$ cat config.mk
export PLATFORM = sky130hd
export DESIGN_NAME = bus_mapped_mul_div_unit
export DESIGN_NICKNAME = d
export VERILOG_FILES = /design/src/mdu_pkg.sv /design/src/bus_mapped_mul_div_unit.sv
export SDC_FILE = /design/constraint.sdc
export NUM_CORES = 1
export LEC_CHECK = 0
export ABC_CLOCK_PERIOD_IN_PS = 5800
export BUFFER_PORTS_ARGS = -buffer_cell sky130_fd_sc_hd__buf_2
export CORE_MARGIN = 4
export CORE_UTILIZATION = 65
export CTS_BUF_LIST = sky130_fd_sc_hd__clkbuf_8
export CTS_CLUSTER_SIZE = 25
export DETAILED_ROUTE_END_ITERATION = 10
export GPL_TIMING_DRIVEN = 0
export PLACE_DENSITY = 0.81
export REMOVE_ABC_BUFFERS = 1
export SYNTH_ARGS = -nofsm -noshare
export SYNTH_HDL_FRONTEND = slang
export SYNTH_SLANG_ARGS = --single-unit
$ cat constraint.sdc
create_clock -name clk -period 5.8 [get_ports clk]
set_input_delay 1.16 -clock clk [delete_from_list [all_inputs] [get_ports clk]]
set_output_delay 1.16 -clock clk [all_outputs]
set_load 0.02 [all_outputs]
$ cat src/mdu_pkg.sv
package mdu_pkg;

    // Access kinds on the item channel.
    localparam logic OP_READ  = 1'b0;
    localparam logic OP_WRITE = 1'b1;

    // Write address map.
    localparam logic [3:0] ADDR_OPERAND_LAST = 4'd3;
    localparam logic [3:0] ADDR_MUL_LO       = 4'd4;
    localparam logic [3:0] ADDR_MUL_HI       = 4'd5;
    localparam logic [3:0] ADDR_DIV_LO       = 4'd6;
    localparam logic [3:0] ADDR_DIV_HI       = 4'd7;

    // Result window.
    localparam logic [3:0] READ_BASE_LOW  = 4'd0;
    localparam logic [3:0] READ_BASE_HIGH = 4'd8;
    localparam logic [3:0] RESULT_BYTES   = 4'd6;

    // Configuration register indexes.
    localparam logic CFG_REMAINDER_QUIRK  = 1'b0;
    localparam logic CFG_READ_WINDOW_HIGH = 1'b1;

    // Last step index of each loop of the shared adder.
    localparam logic [4:0] MUL_LAST_STEP = 5'd15;
    localparam logic [4:0] DIV_LAST_STEP = 5'd31;

endpackage

$ cat src/bus_mapped_mul_div_unit.sv
// Every bus word is loaded into the output register in the cycle after it is accepted.
// A read or plain write frees the input again at once unless the output stalls; a write
// that starts a multiply or a divide holds the input until the loop has finished, run by
// the single 33-bit adder/subtractor that does one multiply or divide bit per cycle.
// Reset (rst_n low, asynchronous) clears all operand, result and config registers.
module bus_mapped_mul_div_unit
    import mdu_pkg::*;
(
    input  logic       clk,
    input  logic       rst_n,
    input  logic       in_valid,
    output logic       in_stall,
    input  logic       op,
    input  logic [3:0] addr,
    input  logic [7:0] wdata,
    output logic       out_valid,
    input  logic       out_stall,
    output logic [7:0] rdata,
    output logic       bad_access,
    input  logic       cfg_we,
    input  logic       cfg_index,
    input  logic       cfg_wdata
);

    // The sequencer. MUL runs 16 shift-and-add steps, DIV runs 32 restoring
    // subtract steps, and FIN finishes a divide: it applies the odd remainder
    // quirk with the same adder and stores quotient and remainder.
    typedef enum logic [1:0] {
        ST_IDLE,
        ST_MUL,
        ST_DIV,
        ST_FIN
    } state_t;

    state_t           state_reg;
    logic [4:0]       step_reg;

    logic [3:0][7:0]  operand_reg;
    logic [15:0]      multiplier_reg;
    logic [15:0]      divisor_reg;
    logic [5:0][7:0]  result_reg;
    logic             quirk_reg;
    logic             window_reg;

    // Working registers of the iteration. During a multiply acc_reg holds the
    // upper partial product and shq_reg[15:0] the multiplier shifting out while
    // product bits shift in. During a divide acc_reg holds the partial
    // remainder and shq_reg the dividend shifting out while quotient bits
    // shift in.
    logic [16:0]      acc_reg;
    logic [31:0]      shq_reg;

    logic             out_valid_reg;
    logic [7:0]       rdata_reg;
    logic             bad_reg;

    // Shared adder/subtractor.
    logic [31:0]      alu_a;
    logic [31:0]      alu_b;
    logic             alu_sub;
    logic [32:0]      alu_sum;

    logic             out_free;
    logic             accept;
    logic [16:0]      trial;
    logic             div_ge;
    logic [3:0]       read_base;
    logic [3:0]       read_rel;
    logic             read_hit;
    logic [15:0]      remainder_final;

    // The output register can take a new word when it is empty or being
    // drained this cycle, so a read waits on the consumer only while it is full and stalled.
    assign out_free = !out_valid_reg || !out_stall;
    assign in_stall = (state_reg != ST_IDLE) || !out_free;
    assign accept   = in_valid && !in_stall;

    assign trial = {acc_reg[15:0], shq_reg[31]};

    always_comb
    begin
        alu_a   = '0;
        alu_b   = '0;
        alu_sub = 1'b0;
        unique case (state_reg)
            ST_MUL:
            begin
                alu_a = {16'd0, acc_reg[15:0]};
                alu_b = shq_reg[0] ? {16'd0, operand_reg[1], operand_reg[0]} : 32'd0;
            end
            ST_DIV:
            begin
                alu_a   = {15'd0, trial};
                alu_b   = {16'd0, divisor_reg};
                alu_sub = 1'b1;
            end
            ST_FIN:
            begin
                alu_a = shq_reg;
                alu_b = {16'd0, acc_reg[15:0]};
            end
            default:
            begin
                alu_a = '0;
            end
        endcase
    end

    assign alu_sum = {1'b0, alu_a} + {1'b0, (alu_sub ? ~alu_b : alu_b)} + {32'd0, alu_sub};

    // On subtract the carry out says the trial value reached the divisor.
    // With a zero divisor it is always set, which gives the all-ones quotient
    // and leaves the low dividend half in the remainder as required.
    assign div_ge = alu_sum[32];

    // An odd remainder under the quirk becomes half of remainder plus
    // quotient, taken modulo 2^32 before the halving.
    assign remainder_final = (quirk_reg && acc_reg[0]) ? alu_sum[16:1] : acc_reg[15:0];

    assign read_base = window_reg ? READ_BASE_HIGH : READ_BASE_LOW;
    assign read_rel  = addr - read_base;
    assign read_hit  = (addr >= read_base) && (read_rel < RESULT_BYTES);

    always_ff @(posedge clk or negedge rst_n)
    begin
        if (!rst_n)
        begin
            state_reg      <= ST_IDLE;
            step_reg       <= '0;
            operand_reg    <= '0;
            multiplier_reg <= '0;
            divisor_reg    <= '0;
            result_reg     <= '0;
            quirk_reg      <= 1'b0;
            window_reg     <= 1'b0;
            out_valid_reg  <= 1'b0;
            acc_reg        <= '0;
            shq_reg        <= '0;
            rdata_reg      <= '0;
            bad_reg        <= 1'b0;
        end
        else
        begin
            if (cfg_we)
            begin
                if (cfg_index == CFG_REMAINDER_QUIRK)
                begin
                    quirk_reg <= cfg_wdata;
                end
                else
                begin
                    window_reg <= cfg_wdata;
                end
            end

            if (accept)
            begin
                out_valid_reg <= 1'b1;
            end
            else if (!out_stall)
            begin
                out_valid_reg <= 1'b0;
            end

            unique case (state_reg)
                ST_IDLE:
                begin
                    step_reg <= '0;
                    if (accept)
                    begin
                        rdata_reg <= '0;
                        bad_reg   <= 1'b0;
                        if (op == OP_WRITE)
                        begin
                            if (addr[3])
                            begin
                                bad_reg <= 1'b1;
                            end
                            else if (addr <= ADDR_OPERAND_LAST)
                            begin
                                operand_reg[addr[1:0]] <= wdata;
                            end
                            else if (addr == ADDR_MUL_LO)
                            begin
                                multiplier_reg[7:0] <= wdata;
                            end
                            else if (addr == ADDR_MUL_HI)
                            begin
                                multiplier_reg[15:8] <= wdata;
                                acc_reg              <= '0;
                                shq_reg              <= {16'd0, wdata, multiplier_reg[7:0]};
                                state_reg            <= ST_MUL;
                            end
                            else if (addr == ADDR_DIV_LO)
                            begin
                                divisor_reg[7:0] <= wdata;
                            end
                            else
                            begin
                                divisor_reg[15:8] <= wdata;
                                acc_reg           <= '0;
                                shq_reg           <= operand_reg;
                                state_reg         <= ST_DIV;
                            end
                        end
                        else if (read_hit)
                        begin
                            rdata_reg <= result_reg[read_rel[2:0]];
                        end
                        else
                        begin
                            bad_reg <= 1'b1;
                        end
                    end
                end
                ST_MUL:
                begin
                    acc_reg       <= {1'b0, alu_sum[16:1]};
                    shq_reg[15:0] <= {alu_sum[0], shq_reg[15:1]};
                    step_reg      <= step_reg + 5'd1;
                    if (step_reg == MUL_LAST_STEP)
                    begin
                        result_reg[3:0] <= {alu_sum[16:0], shq_reg[15:1]};
                        step_reg        <= '0;
                        state_reg       <= ST_IDLE;
                    end
                end
                ST_DIV:
                begin
                    acc_reg  <= div_ge ? alu_sum[16:0] : trial;
                    shq_reg  <= {shq_reg[30:0], div_ge};
                    step_reg <= step_reg + 5'd1;
                    if (step_reg == DIV_LAST_STEP)
                    begin
                        step_reg  <= '0;
                        state_reg <= ST_FIN;
                    end
                end
                ST_FIN:
                begin
                    result_reg <= {remainder_final, shq_reg};
                    state_reg  <= ST_IDLE;
                end
                default:
                begin
                    state_reg <= ST_IDLE;
                end
            endcase
        end
    end

    assign out_valid  = out_valid_reg;
    assign rdata      = rdata_reg;
    assign bad_access = bad_reg;

    // No new bus word may enter while the adder loop is running.
    a_busy_stalls: assert property (@(posedge clk) disable iff (!rst_n)
        (state_reg != ST_IDLE) |-> in_stall)
        else $error("input accepted while an operation is running");

    // The step counter starts every operation from zero.
    a_idle_step_zero: assert property (@(posedge clk) disable iff (!rst_n)
        (state_reg == ST_IDLE) |=> (state_reg != ST_IDLE) |-> (step_reg == 5'd0))
        else $error("operation started with a stale step count");

    // A write to the divisor high byte launches the divide loop.
    a_div_start: assert property (@(posedge clk) disable iff (!rst_n)
        (accept && op == OP_WRITE && addr == ADDR_DIV_HI) |=> (state_reg == ST_DIV))
        else $error("divide did not start");

    // A write to the multiplier high byte launches the multiply loop.
    a_mul_start: assert property (@(posedge clk) disable iff (!rst_n)
        (accept && op == OP_WRITE && addr == ADDR_MUL_HI) |=> (state_reg == ST_MUL))
        else $error("multiply did not start");

    // Every accepted bus word yields a word in the output register.
    a_accept_answers: assert property (@(posedge clk) disable iff (!rst_n)
        accept |=> out_valid_reg)
        else $error("accepted word produced no answer");

endmodule

==> metrics.txt, run 1 <==
switching share of power ~45%; Final Critical Period 5.38 ns; CTS clk-pin slew, worst paths 0.08 ns; ys async rst share 100%; WS Path Type flip-flop to flip-flop; n_diodes 0; grt ovf 0; fraction of layout cells with a size suffix above 1 approximately 15%; post-route insts no fill 1278; DRC 0; H-tree depth 4; final setup vio count 0; Yosys Warn Count 0; slew margin rel. 18.7%; Critical Path AT 5.70 ns; Clock Tree Buf Depth 2; fill count 1183; Worst Skew 0.0207 ns; port bufs 30; number of DRC markers in iteration 0 978; drt pass-1 iters 9; Clock Power Share 17.9%; top cell type's share of synthesized area 41.3%; setup TNS 0 ns; WL/cell 21.0 µm; initial antenna violation count 0; sequential power share 36.7%; reg2reg start state_reg[1]; RSZ-0062 raised after global routing no; Crit path largest cell delay 0.82 ns; hold_buf cts 0; vias in the first global route 7899; Leak ~5 nW; row count between 40 and 50; Final Hold Fails 0; core area 15400 µm²; total chip power 5.24 mW; Worst-Margin Slew 1.21 ns; Hold WC Path Type flip-flop to flip-flop; clock root cell clkbuf_8; Post-Syn Instances 1074; Yosys reg bits 171; Netlist Area Pre-Place 10400 µm²; worst vdd rail ir drop 0.271 mV; Setup crit end kind flip-flop; Worst R2R Setup Slack 0.42 ns; first-pass GRT wire length 42400 µm; # resized after CTS 0; CP Data Required Time 6.11 ns; Synth Flop Type dfrtp_1; DRT Wirelength 26800 µm; aggregate global-route resource usage 30.2%; full die area 18000 µm²; max reg flops 48; final instance area 11100 µm²; crit path capture acc_reg[13]; internal power 2.90 mW; P_sw ~2.3 mW; Die Span X 134 µm; Top delay family on crit path simple AND/OR/NAND/NOR gates; TritonCTS clock tree yes; crit path launch type flip-flop; max-cap violation count 0; CTS Buf Count 17; PD cells roughly 470 nW/µm²; post-DP HPWL 18700 µm; post-synthesis cell type count 61; Final nets approximately 1100; Clock Sinks 171; leading area contributor after synthesis dfrtp_1; Die Span Y around 130 µm; DP Area around 11000 µm²; syn_area_per_cell 9.65 µm²; Crit path depth 16; Post-synth EDFFs 0; number of setup buffers added after CTS 0; Worst-Skew Late Latency 0.48 ns; gpl congestion 0.986; minimum hold slack 0.483 ns; max-slew violations 0; CP cell instances inv_1 -> ha_2 -> and2_1 -> a22oi_1 -> nor2b_1 -> o21ai_0 -> o21ai_0 -> ha_1 -> nor2b_1 -> nor2_1 -> o21a_4 -> o311ai_4 -> nand4b_1 -> and3_1 -> a222oi_1 -> o31ai_1; Critical path buffers and inverters 1; Placed Cells incl. Taps around 1200; io pins 31; Via-to-Cell Ratio 6.57; largest net degree at the start of global routing 99; reg-to-reg endpoint acc_reg[13]; ranking of synthesized cells by area dfrtp_1, mux2_2, mux2i_1; Fmax 0.186 GHz; fin crit share between 90 and 100%; sequential fraction of the synthesis area around 41%; slowest CP cell ha_2; status completed; layout overhead on the synthesized area 7.24%; R2R cell count 16; Critical path origin state_reg[1]; CP max FO 42; total number of vias 8397; post-route ant nets 0; initial core utilization 67.2%; Comb power frac 45.4%
## layout by cell type (no fill, tap or decap), drive strengths merged, types with 7 or more instances in the layout
cell type	instances
a21o	8
a21oi	53
a222oi	16
a22o	11
a22oi	41
and2	20
buf	36
clkbuf	20
dfrtp	171
ha	41
inv	30
mux2	75
mux2i	67
mux4	8
nand2	119
nand3	15
nand4	7
nor2	59
nor2b	21
nor3	8
nor3b	18
o21ai	134
o22ai	11
xnor2	10
## logic make-up (layout without fill, tap and decap cells)
family	after synthesis	after routing	share of synthesized area (%)
xor gates and xnor gates	14	14	1.18
AOI/OAI and AO/OA	311	311	19.0
and+or+nand+nor	286	286	13.2
muxes	150	150	16.4
buffers and inverters	100	93	3.85
DFF	171	171	41.3
adders and majority gates	42	42	5.14
## stage by stage
| step | setup slack, ns | utilization [%] |
|---|---|---|
| after floorplan | -0.148 | - |
| after global placement | -2.75 | 68.0 |
| after detailed placement | 0.492 | 69.2 |
| after CTS | 0.482 | 72.0 |
| after global routing | 0.0332 | 72.1 |
| final | 0.416 | 72.1 |
## tightest hold or removal path, cell delays in order, from the launching register on
cell,delay (ns)
dfrtp_1,0.35
nand2_1,0.05
o21ai_0,0.06
## layout make-up
type                            count  area, µm²  area share, %
Multi-Input combinational cell    803       5750           51.7
Sequential cell                   171       4280           38.5
Timing Repair Buffer               36        285           2.57
Clock buffer                       20        275           2.48
Tap cell                          211        264           2.37
Clock inverter                     10        165           1.49
Inverter                           27        101          0.912
## how the worst min path moves through the flow
stage                         from             end  slack, ns  depth (start not counted)
finish              result_reg[29]  result_reg[29]       0.48                          2
floorplan           result_reg[16]  result_reg[16]       0.44                          2
global placement        bad_access      bad_access       0.46                          2
detailed placement  result_reg[23]  result_reg[23]       0.47                          2
global route        result_reg[23]  result_reg[23]       0.51                          2
CTS                 result_reg[23]  result_reg[23]       0.49                          2
## synth_stat cells (7+ instances only)
| master | number |
|---|---|
| a21o_1 | 8 |
| xnor2_1 | 10 |
| a222oi_1 | 16 |
| o22ai_1 | 11 |
| mux2_2 | 75 |
| dfrtp_1 | 171 |
| buf_1 | 10 |
| nand4_1 | 7 |
| o21ai_0 | 133 |
| and2_1 | 19 |
| a22o_1 | 11 |
| clkbuf_1 | 57 |
| nand3_1 | 15 |
| a22oi_1 | 41 |
| nor3b_1 | 17 |
| ha_1 | 41 |
| nor2b_1 | 21 |
| mux4_2 | 8 |
| mux2i_1 | 67 |
| nor3_1 | 7 |
| a21oi_1 | 53 |
| inv_1 | 27 |
| nor2_1 | 59 |
| nand2_1 | 118 |
## routing by layer
layer	vias up	track usage [%]	share of wire [%]
li1	3876	-	-
met1	4075	43.0	43
met2	395	46.5	45
met3	51	6.04	8.9
met4	0	10.4	2.9
met5	-	0	0
## power groups by stage
stage / sequential [mW] / combinational, mW / clock (mW)
3_3_place_gp: 1.90 / 2.25 / 0
3_5_place_dp: 1.92 / 2.34 / 0
2_1_floorplan: 1.78 / 1.68 / 0
5_1_grt: 1.95 / 2.64 / 1.00
6_report: 1.92 / 2.38 / 0.940
4_1_cts: 1.90 / 2.36 / 0.950
Power figures use the tool's default switching activity.
==> inputs of run 2 (changes only) <==
--- a/config.mk
+++ b/config.mk
@@ -5,6 +5,7 @@
 export SDC_FILE = /design/constraint.sdc
 export NUM_CORES = 1
 export LEC_CHECK = 0
+export ABC_AREA = 1
 export ABC_CLOCK_PERIOD_IN_PS = 5800
 export BUFFER_PORTS_ARGS = -buffer_cell sky130_fd_sc_hd__buf_2
 export CORE_MARGIN = 4
==> run 2 against run 1 <==
Effect of this change: maximum frequency is 2.6% lower; clock skew is 0.0091 ns lower; final cell count is 26% higher; via count is 19% higher; non-clock buffer count stayed put; sequential share of layout area hardly changed; critical endpoint is now acc_reg[8]; largest cell class unchanged; highest routed layer unchanged.
==> metrics.txt, run 2 <==
ranking of synthesized cells by area dfrtp_1, nand2_1, o21ai_0 (was dfrtp_1, mux2_2, mux2i_1); commonest non-fill, non-tap cells in the layout nand2_1, o21ai_0, dfrtp_1, inv_1, nor2_1 (was dfrtp_1, o21ai_0, nand2_1, mux2_2, mux2i_1); Fmax 0.181 GHz (was 0.186 GHz); Worst-Margin Slew 1.25 ns (was 1.21 ns); minimum hold slack 0.489 ns (was 0.483 ns); worst vdd rail ir drop 0.329 mV (was 0.271 mV); grt ovf 0 (unchanged); WS Path Type flip-flop to flip-flop (unchanged); CTS Buf Count 17 (unchanged); setup TNS 0 ns (unchanged); DP Area 10700 µm² (about the same); RSZ-0062 raised after global routing no (unchanged); Final nets 1448 (was 1118); fin crit share 95.3% (was 92.8%); Die Span Y 134 µm (about the same); WL/cell 19.3 µm (was 21.0 µm); vias in the first global route 8968 (was 7899); Yosys Warn Count 0 (unchanged); initial antenna violation count 0 (unchanged); n_diodes 0 (unchanged); Critical Path AT 5.94 ns (was 5.70 ns); largest net degree at the start of global routing 117 (was 99); Via-to-Cell Ratio 6.23 (was 6.57); post-synthesis cell type count 42 (was 61); row count 45 (unchanged); DRC 0 (unchanged); Post-Synth Adder-Cell Area 5.13% (was 5.14%); TritonCTS clock tree yes (unchanged); gpl congestion 1.10 (was 0.986); Synth Flop Type dfrtp_1 (unchanged); Post-synth EDFFs 0 (unchanged); Hold WC Path Type flip-flop to flip-flop (unchanged); DRT Wirelength 31000 µm (was 26800 µm); Die Span X 134 µm (about the same); Post-Syn Instances 1400 (was 1074); fill count 1316 (was 1183); syn_area_per_cell 7.42 µm² (was 9.65 µm²); slew margin rel. 16.3% (was 18.7%); Yosys reg bits 171 (unchanged); largest family of logic cells by synthesized area simple AND/OR/NAND/NOR gates (was compound AO/OA/AOI/OAI gates); aggregate global-route resource usage 34.9% (was 30.2%); Worst-Skew Late Latency 0.48 ns (about the same); sequential fraction of the synthesis area 41.2% (was 41.3%); initial core utilization 67.4% (was 67.2%); CTS clk-pin slew, worst paths 0.09 ns (was 0.08 ns); top-count cell post-synth nand2_1 (was dfrtp_1); Clock Sinks 171 (unchanged); fraction of layout cells with a size suffix above 1 7.15% (was 15.5%); PD cells 574 nW/µm² (was 471 nW/µm²); Post-Synth Simple-Gate Area 21.5% (was 13.2%); top cell type's share of synthesized area 41.2% (was 41.3%); most common cell after layout, fill and taps aside nand2_1 (was dfrtp_1); H-tree depth 4 (unchanged); final worst slack 0.274 ns (was 0.416 ns); drt pass-1 iters 6 (was 9); full die area 18100 µm² (was 18000 µm²); max-cap violation count 0 (unchanged); max reg flops 48 (unchanged); core area 15400 µm² (unchanged); clock root cell clkbuf_8 (unchanged); setup slack at placement -0.329 ns (was 0.492 ns); list of most frequent post-synthesis cells nand2_1, o21ai_0, dfrtp_1, inv_1, nor2_1 (was dfrtp_1, o21ai_0, nand2_1, mux2_2, mux2i_1); Setup crit end kind flip-flop (unchanged); max-slew violations 0 (unchanged); Worst Skew 0.0116 ns (was 0.0207 ns); Final Hold Fails 0 (unchanged); crit path launch type flip-flop (unchanged); final instance area 11100 µm² (about the same); hold_buf cts 0 (unchanged); post-route ant nets 0 (unchanged); Clock Tree Buf Depth 2 (unchanged); Synth Area in XOR/XNOR 2.53% (was 1.18%); ys async rst share 100% (unchanged); compound-gate portion of the synthesized area 21.1% (was 19.0%); Final Critical Period 5.53 ns (was 5.38 ns); leading area contributor after synthesis dfrtp_1 (unchanged); first-pass GRT wire length 48800 µm (was 42400 µm); port bufs 30 (unchanged); number of DRC markers in iteration 0 1376 (was 978); total number of vias 10000 (was 8397); multiplexer share of the synthesized area 0% (was 16.4%); post-DP HPWL 21000 µm (was 18700 µm); Netlist Area Pre-Place 10400 µm² (about the same); CP max FO 27 (was 42); io pins 31 (unchanged); status completed (unchanged); Leak 5.26 nW (was 5.09 nW); CP Data Required Time 6.21 ns (was 6.11 ns); layout overhead on the synthesized area 6.94% (was 7.24%); final setup vio count 0 (unchanged)
[run 2: changes by cell type after synthesis, moves of 31 or more]
cell     previous run  this run
nand2_1           118       389
inv_1              27       149
mux2_2             75         0
mux2i_1            67         0
o21ai_0           133       177
a22oi_1            41         0
nand3_1            15        54
a31oi_1             4        35
[run 2: path summary, 6_finish.rpt]
path / startpoint / to / slack, ns / cells past startpoint
max: state_reg[0] / acc_reg[8] / 0.27 / 20
min: divisor_reg[11] / divisor_reg[11] / 0.49 / 2
max reg2reg: state_reg[0] / acc_reg[8] / 0.27 / 20
min reg2reg: divisor_reg[11] / divisor_reg[11] / 0.49 / 2
max in group asynchronous: rst_n / acc_reg[15] / 4.27 / 2
min in group asynchronous: rst_n / out_valid / 0.59 / 1
[run 2: kinds of logic after synthesis]
| group | after synthesis |
|---|---|
| AOI/OAI and AO/OA | 375 |
| xor gates and xnor gates | 30 |
| adders and majority gates | 42 |
| buffers and inverters | 230 |
| DFF | 171 |
| and+or+nand+nor | 552 |
[run 2: layout make-up]
| type | instances | area [µm²] | area share (%) |
|---|---|---|---|
| Timing Repair Buffer | 36 | 290 | 2.61 |
| Inverter | 160 | 607 | 5.46 |
| Sequential cell | 171 | 4280 | 38.5 |
| Clock inverter | 13 | 168 | 1.51 |
| Tap cell | 211 | 264 | 2.38 |
| Multi-Input combinational cell | 999 | 5250 | 47.2 |
| Timing Repair inverter | 1 | 7.51 | 0.0676 |
| Clock buffer | 18 | 248 | 2.23 |
[run 2: timing repair]
action	4_1_cts	5_1_grt
buffers inserted	0	0
pin swaps	0	0
endpoints found under the setup margin	17	17
cloned	0	1
hold endpoints to repair	0	0
gates resized for setup	1	4
[run 2: through the flow]
step	std cells	util, %	total power, mW
after floorplan	1330	-	4.17
after global placement	1571	68.2	5.12
after detailed placement	1576	69.1	5.29
after CTS	1607	71.8	6.20
after global routing	1609	72.0	6.81
final	1609	72.0	6.37
[run 2: critical path, stage by stage (launching register included)]
cell        delay [ns]
dfrtp_1           0.41
inv_1             0.17
ha_1              1.01
clkinvlp_4        0.73
nand3_1           0.33
nand2_1           0.13
fa_1              0.41
nand3b_1          0.17
nand2_1           0.15
nand3_1           0.09
nand2_1           0.14
nand3_1           0.09
nand2_1           0.18
nand3_1           0.16
nand2_2           0.35
nand2_2           0.38
nand2_1           0.21
nand2_1           0.08
o21ai_0           0.09
nand2_1           0.07
nand2_1           0.07
[run 2: report_power, final]
| group | leakage [nW] | switching [mW] | internal [mW] |
|---|---|---|---|
| logic | 2.82 | 2.46 | 1.11 |
| clock network | 0.194 | 0.466 | 0.437 |
| registers | 2.25 | 0.314 | 1.59 |
| total | 5.26 | 3.24 | 3.14 |
[run 2: routing by layer]
layer	track usage (%)	share of wire, %
met1	50.7	41
met5	0	0
met4	16.4	4.8
met2	49.4	42
met3	8.36	12
==> inputs of run 3 (changes only) <==
--- a/config.mk
+++ b/config.mk
@@ -6,15 +6,15 @@
 export NUM_CORES = 1
 export LEC_CHECK = 0
 export ABC_AREA = 1
-export ABC_CLOCK_PERIOD_IN_PS = 5800
+export ABC_CLOCK_PERIOD_IN_PS = 7050
 export BUFFER_PORTS_ARGS = -buffer_cell sky130_fd_sc_hd__buf_2
 export CORE_MARGIN = 4
-export CORE_UTILIZATION = 65
+export CORE_UTILIZATION = 30
 export CTS_BUF_LIST = sky130_fd_sc_hd__clkbuf_8
 export CTS_CLUSTER_SIZE = 25
 export DETAILED_ROUTE_END_ITERATION = 10
 export GPL_TIMING_DRIVEN = 0
-export PLACE_DENSITY = 0.81
+export PLACE_DENSITY = 0.42
 export REMOVE_ABC_BUFFERS = 1
 export SYNTH_ARGS = -nofsm -noshare
 export SYNTH_HDL_FRONTEND = slang
==> constraint.sdc (replaced) <==
create_clock -name clk -period 7.05 [get_ports clk]
set_input_delay 1.41 -clock clk [delete_from_list [all_inputs] [get_ports clk]]
set_output_delay 1.41 -clock clk [all_outputs]
set_load 0.02 [all_outputs]
==> run 3 against run 2 <==
Effect of this change: clock-buffer cell count up 3; highest routed layer unchanged; worst hold slack better by 0.0026 ns; design area up 2.5%; core utilization down 38 points; largest power group unchanged; wire length up 21%; clock skew up 0.013 ns; critical path depth unchanged; setup slack better by 0.55 ns; critical endpoint unchanged; non-clock buffer count up 1; final cell count up 15%; global-route usage down 15 points.
==> metrics.txt, run 3 (synthesis gave the netlist of run 2 again) <==
final worst slack 0.829 ns (was 0.274 ns); post-route ant nets 0 (unchanged); Clock Tree Buf Depth 2 (unchanged); # resized after CTS 0 (was 1); WS Path Type flip-flop to flip-flop (unchanged); core area 33900 µm² (was 15400 µm²); aggregate global-route resource usage 19.9% (was 34.9%); Critical path buffers and inverters 2 (unchanged); final setup vio count 0 (unchanged); Setup crit end kind flip-flop (unchanged); Leak 5.27 nW (was 5.26 nW); switching share of power 52.0% (was 50.8%); H-tree depth 4 (unchanged); Clock Sinks 171 (unchanged); Final Critical Period 6.22 ns (was 5.53 ns); Fmax 0.161 GHz (was 0.181 GHz); CTS Buf Count 17 (unchanged); Critical Path AT 6.65 ns (was 5.94 ns); setup slack at placement 0.817 ns (was -0.329 ns); fraction of layout cells with a size suffix above 1 6.94% (was 7.15%); TritonCTS clock tree yes (unchanged); n_diodes 0 (unchanged); number of setup buffers added after CTS 0 (unchanged); Worst-Margin Slew 1.32 ns (was 1.25 ns); most common cell after layout, fill and taps aside nand2_1 (unchanged); Via-to-Cell Ratio 5.08 (was 6.23); CP Data Required Time 7.48 ns (was 6.21 ns); max-cap violation count 0 (unchanged); CP max FO 28 (was 27); full die area 37700 µm² (was 18100 µm²); CP dominant cell by count nand2_1 (unchanged); DRT Wirelength 37400 µm (was 31000 µm); max-slew violations 0 (unchanged); slew margin rel. 11.8% (was 16.3%); worst vdd rail ir drop 0.228 mV (was 0.329 mV); sequential power share 29.6% (was 29.9%); commonest non-fill, non-tap cells in the layout nand2_1, o21ai_0, dfrtp_1, inv_1, nor2_1 (unchanged); largest net degree at the start of global routing 93 (was 117); DP Area 11000 µm² (was 10700 µm²); Crit path largest cell delay 1.16 ns (was 1.01 ns); CTS clk-pin slew, worst paths 0.10 ns (was 0.09 ns); grt ovf 0 (unchanged); CP cell instances inv_1 -> ha_1 -> clkinv_1 -> nand3_1 -> nand2_1 -> fa_1 -> nand3b_1 -> nand2_1 -> nand3_1 -> nand2_1 -> nand3_1 -> nand2_1 -> nand3_1 -> nand2_2 -> nand2_2 -> nand2_1 -> nand2_1 -> o21ai_0 -> nand2_1 -> nand2_1 (was inv_1 -> ha_1 -> clkinvlp_4 -> nand3_1 -> nand2_1 -> fa_1 -> nand3b_1 -> nand2_1 -> nand3_1 -> nand2_1 -> nand3_1 -> nand2_1 -> nand3_1 -> nand2_2 -> nand2_2 -> nand2_1 -> nand2_1 -> o21ai_0 -> nand2_1 -> nand2_1); number of DRC markers in iteration 0 672 (was 1376); hold_buf cts 0 (unchanged); Worst Skew 0.0248 ns (was 0.0116 ns); first-pass GRT wire length 57900 µm (was 48800 µm); io pins 31 (unchanged); slowest CP cell clkinv_1 (was ha_1); Clock Power Share 13.5% (was 14.2%); Hold WC Path Type flip-flop to flip-flop (unchanged); Final nets 1448 (unchanged); Top delay family on crit path simple AND/OR/NAND/NOR gates (unchanged); post-route insts no fill 1846 (was 1609); max reg flops 48 (unchanged); Final Hold Fails 0 (unchanged); vias in the first global route 9076 (was 8968); fin crit share 88.2% (was 95.3%); row count 67 (was 45); crit path launch type flip-flop (unchanged); total chip power 5.31 mW (was 6.37 mW); initial antenna violation count 0 (unchanged); Worst-Skew Late Latency 0.50 ns (was 0.48 ns); Final Util 33.6% (was 72.0%); DRC 0 (unchanged); RSZ-0062 raised after global routing no (unchanged); Die Span X 194 µm (was 134 µm); Placed Cells incl. Taps 1815 (was 1576); Comb power frac 56.9% (was 55.9%); port bufs 30 (unchanged); P_sw 2.76 mW (was 3.24 mW); PD cells 466 nW/µm² (was 574 nW/µm²); WL/cell 20.3 µm (was 19.3 µm); layout overhead on the synthesized area 9.66% (was 6.94%); gpl congestion 0.895 (was 1.10); final instance area 11400 µm² (was 11100 µm²); drt pass-1 iters 7 (was 6); Die Span Y 194 µm (was 134 µm); status completed (unchanged); clock root cell clkbuf_8 (unchanged); internal power 2.55 mW (was 3.14 mW); total number of vias 9385 (was 10000); initial core utilization 30.7% (was 67.4%); post-DP HPWL 26600 µm (was 21000 µm)
-- run 3: layout make-up --
| cell class | instances | area [µm²] |
|---|---|---|
| fillers | 3728 | 22500 |
| multi-input cells | 999 | 5260 |
| flip-flops and latches | 171 | 4280 |
| inverters | 160 | 602 |
| well taps | 448 | 561 |
| repair buffers | 37 | 318 |
| clock buffers | 21 | 289 |
| clock inverters | 10 | 90.1 |
-- run 3: tightest hold or removal path, cell delays in order, from the launching register on --
cell     delay (ns)
dfrtp_1        0.35
nand2_1        0.05
o21ai_0        0.06
-- run 3: metrics by stage --
stage / setup TNS, ns / hold WS, ns
floorplan: 0 / 0.448
global placement: -63.15 / 0.464
detailed placement: 0 / 0.468
CTS: 0 / 0.493
global route: 0 / 0.515
finish: 0 / 0.492
-- run 3: power by group through the flow --
stage	Clock, mW	Sequential [mW]	Combinational [mW]
final	0.716	1.57	3.02
after global routing	0.775	1.61	3.36
after CTS	0.740	1.57	3.03
after detailed placement	0	1.59	3.02
after global placement	0	1.58	2.91
after floorplan	0	1.50	1.93
-- run 3: metal layers --
layer	vias up	global-route usage, %	part of all wire [%]
met1	4486	29.8	50
met3	30	2.55	4.4
met5	-	0	0
met2	218	30.5	44
met4	0	5.16	1.8
li1	4651	-	-
-- run 3: worst paths after layout --
check	cells after the start	to	startpoint	slack (ns)
min in group asynchronous	1	shq_reg[22]	rst_n	0.91
setup / recovery	20	acc_reg[8]	state_reg[0]	0.83
hold / removal	2	divisor_reg[13]	divisor_reg[13]	0.49
hold reg to reg	2	divisor_reg[13]	divisor_reg[13]	0.49
max in group asynchronous	2	divisor_reg[2]	rst_n	5.16
setup reg to reg	20	acc_reg[8]	state_reg[0]	0.83
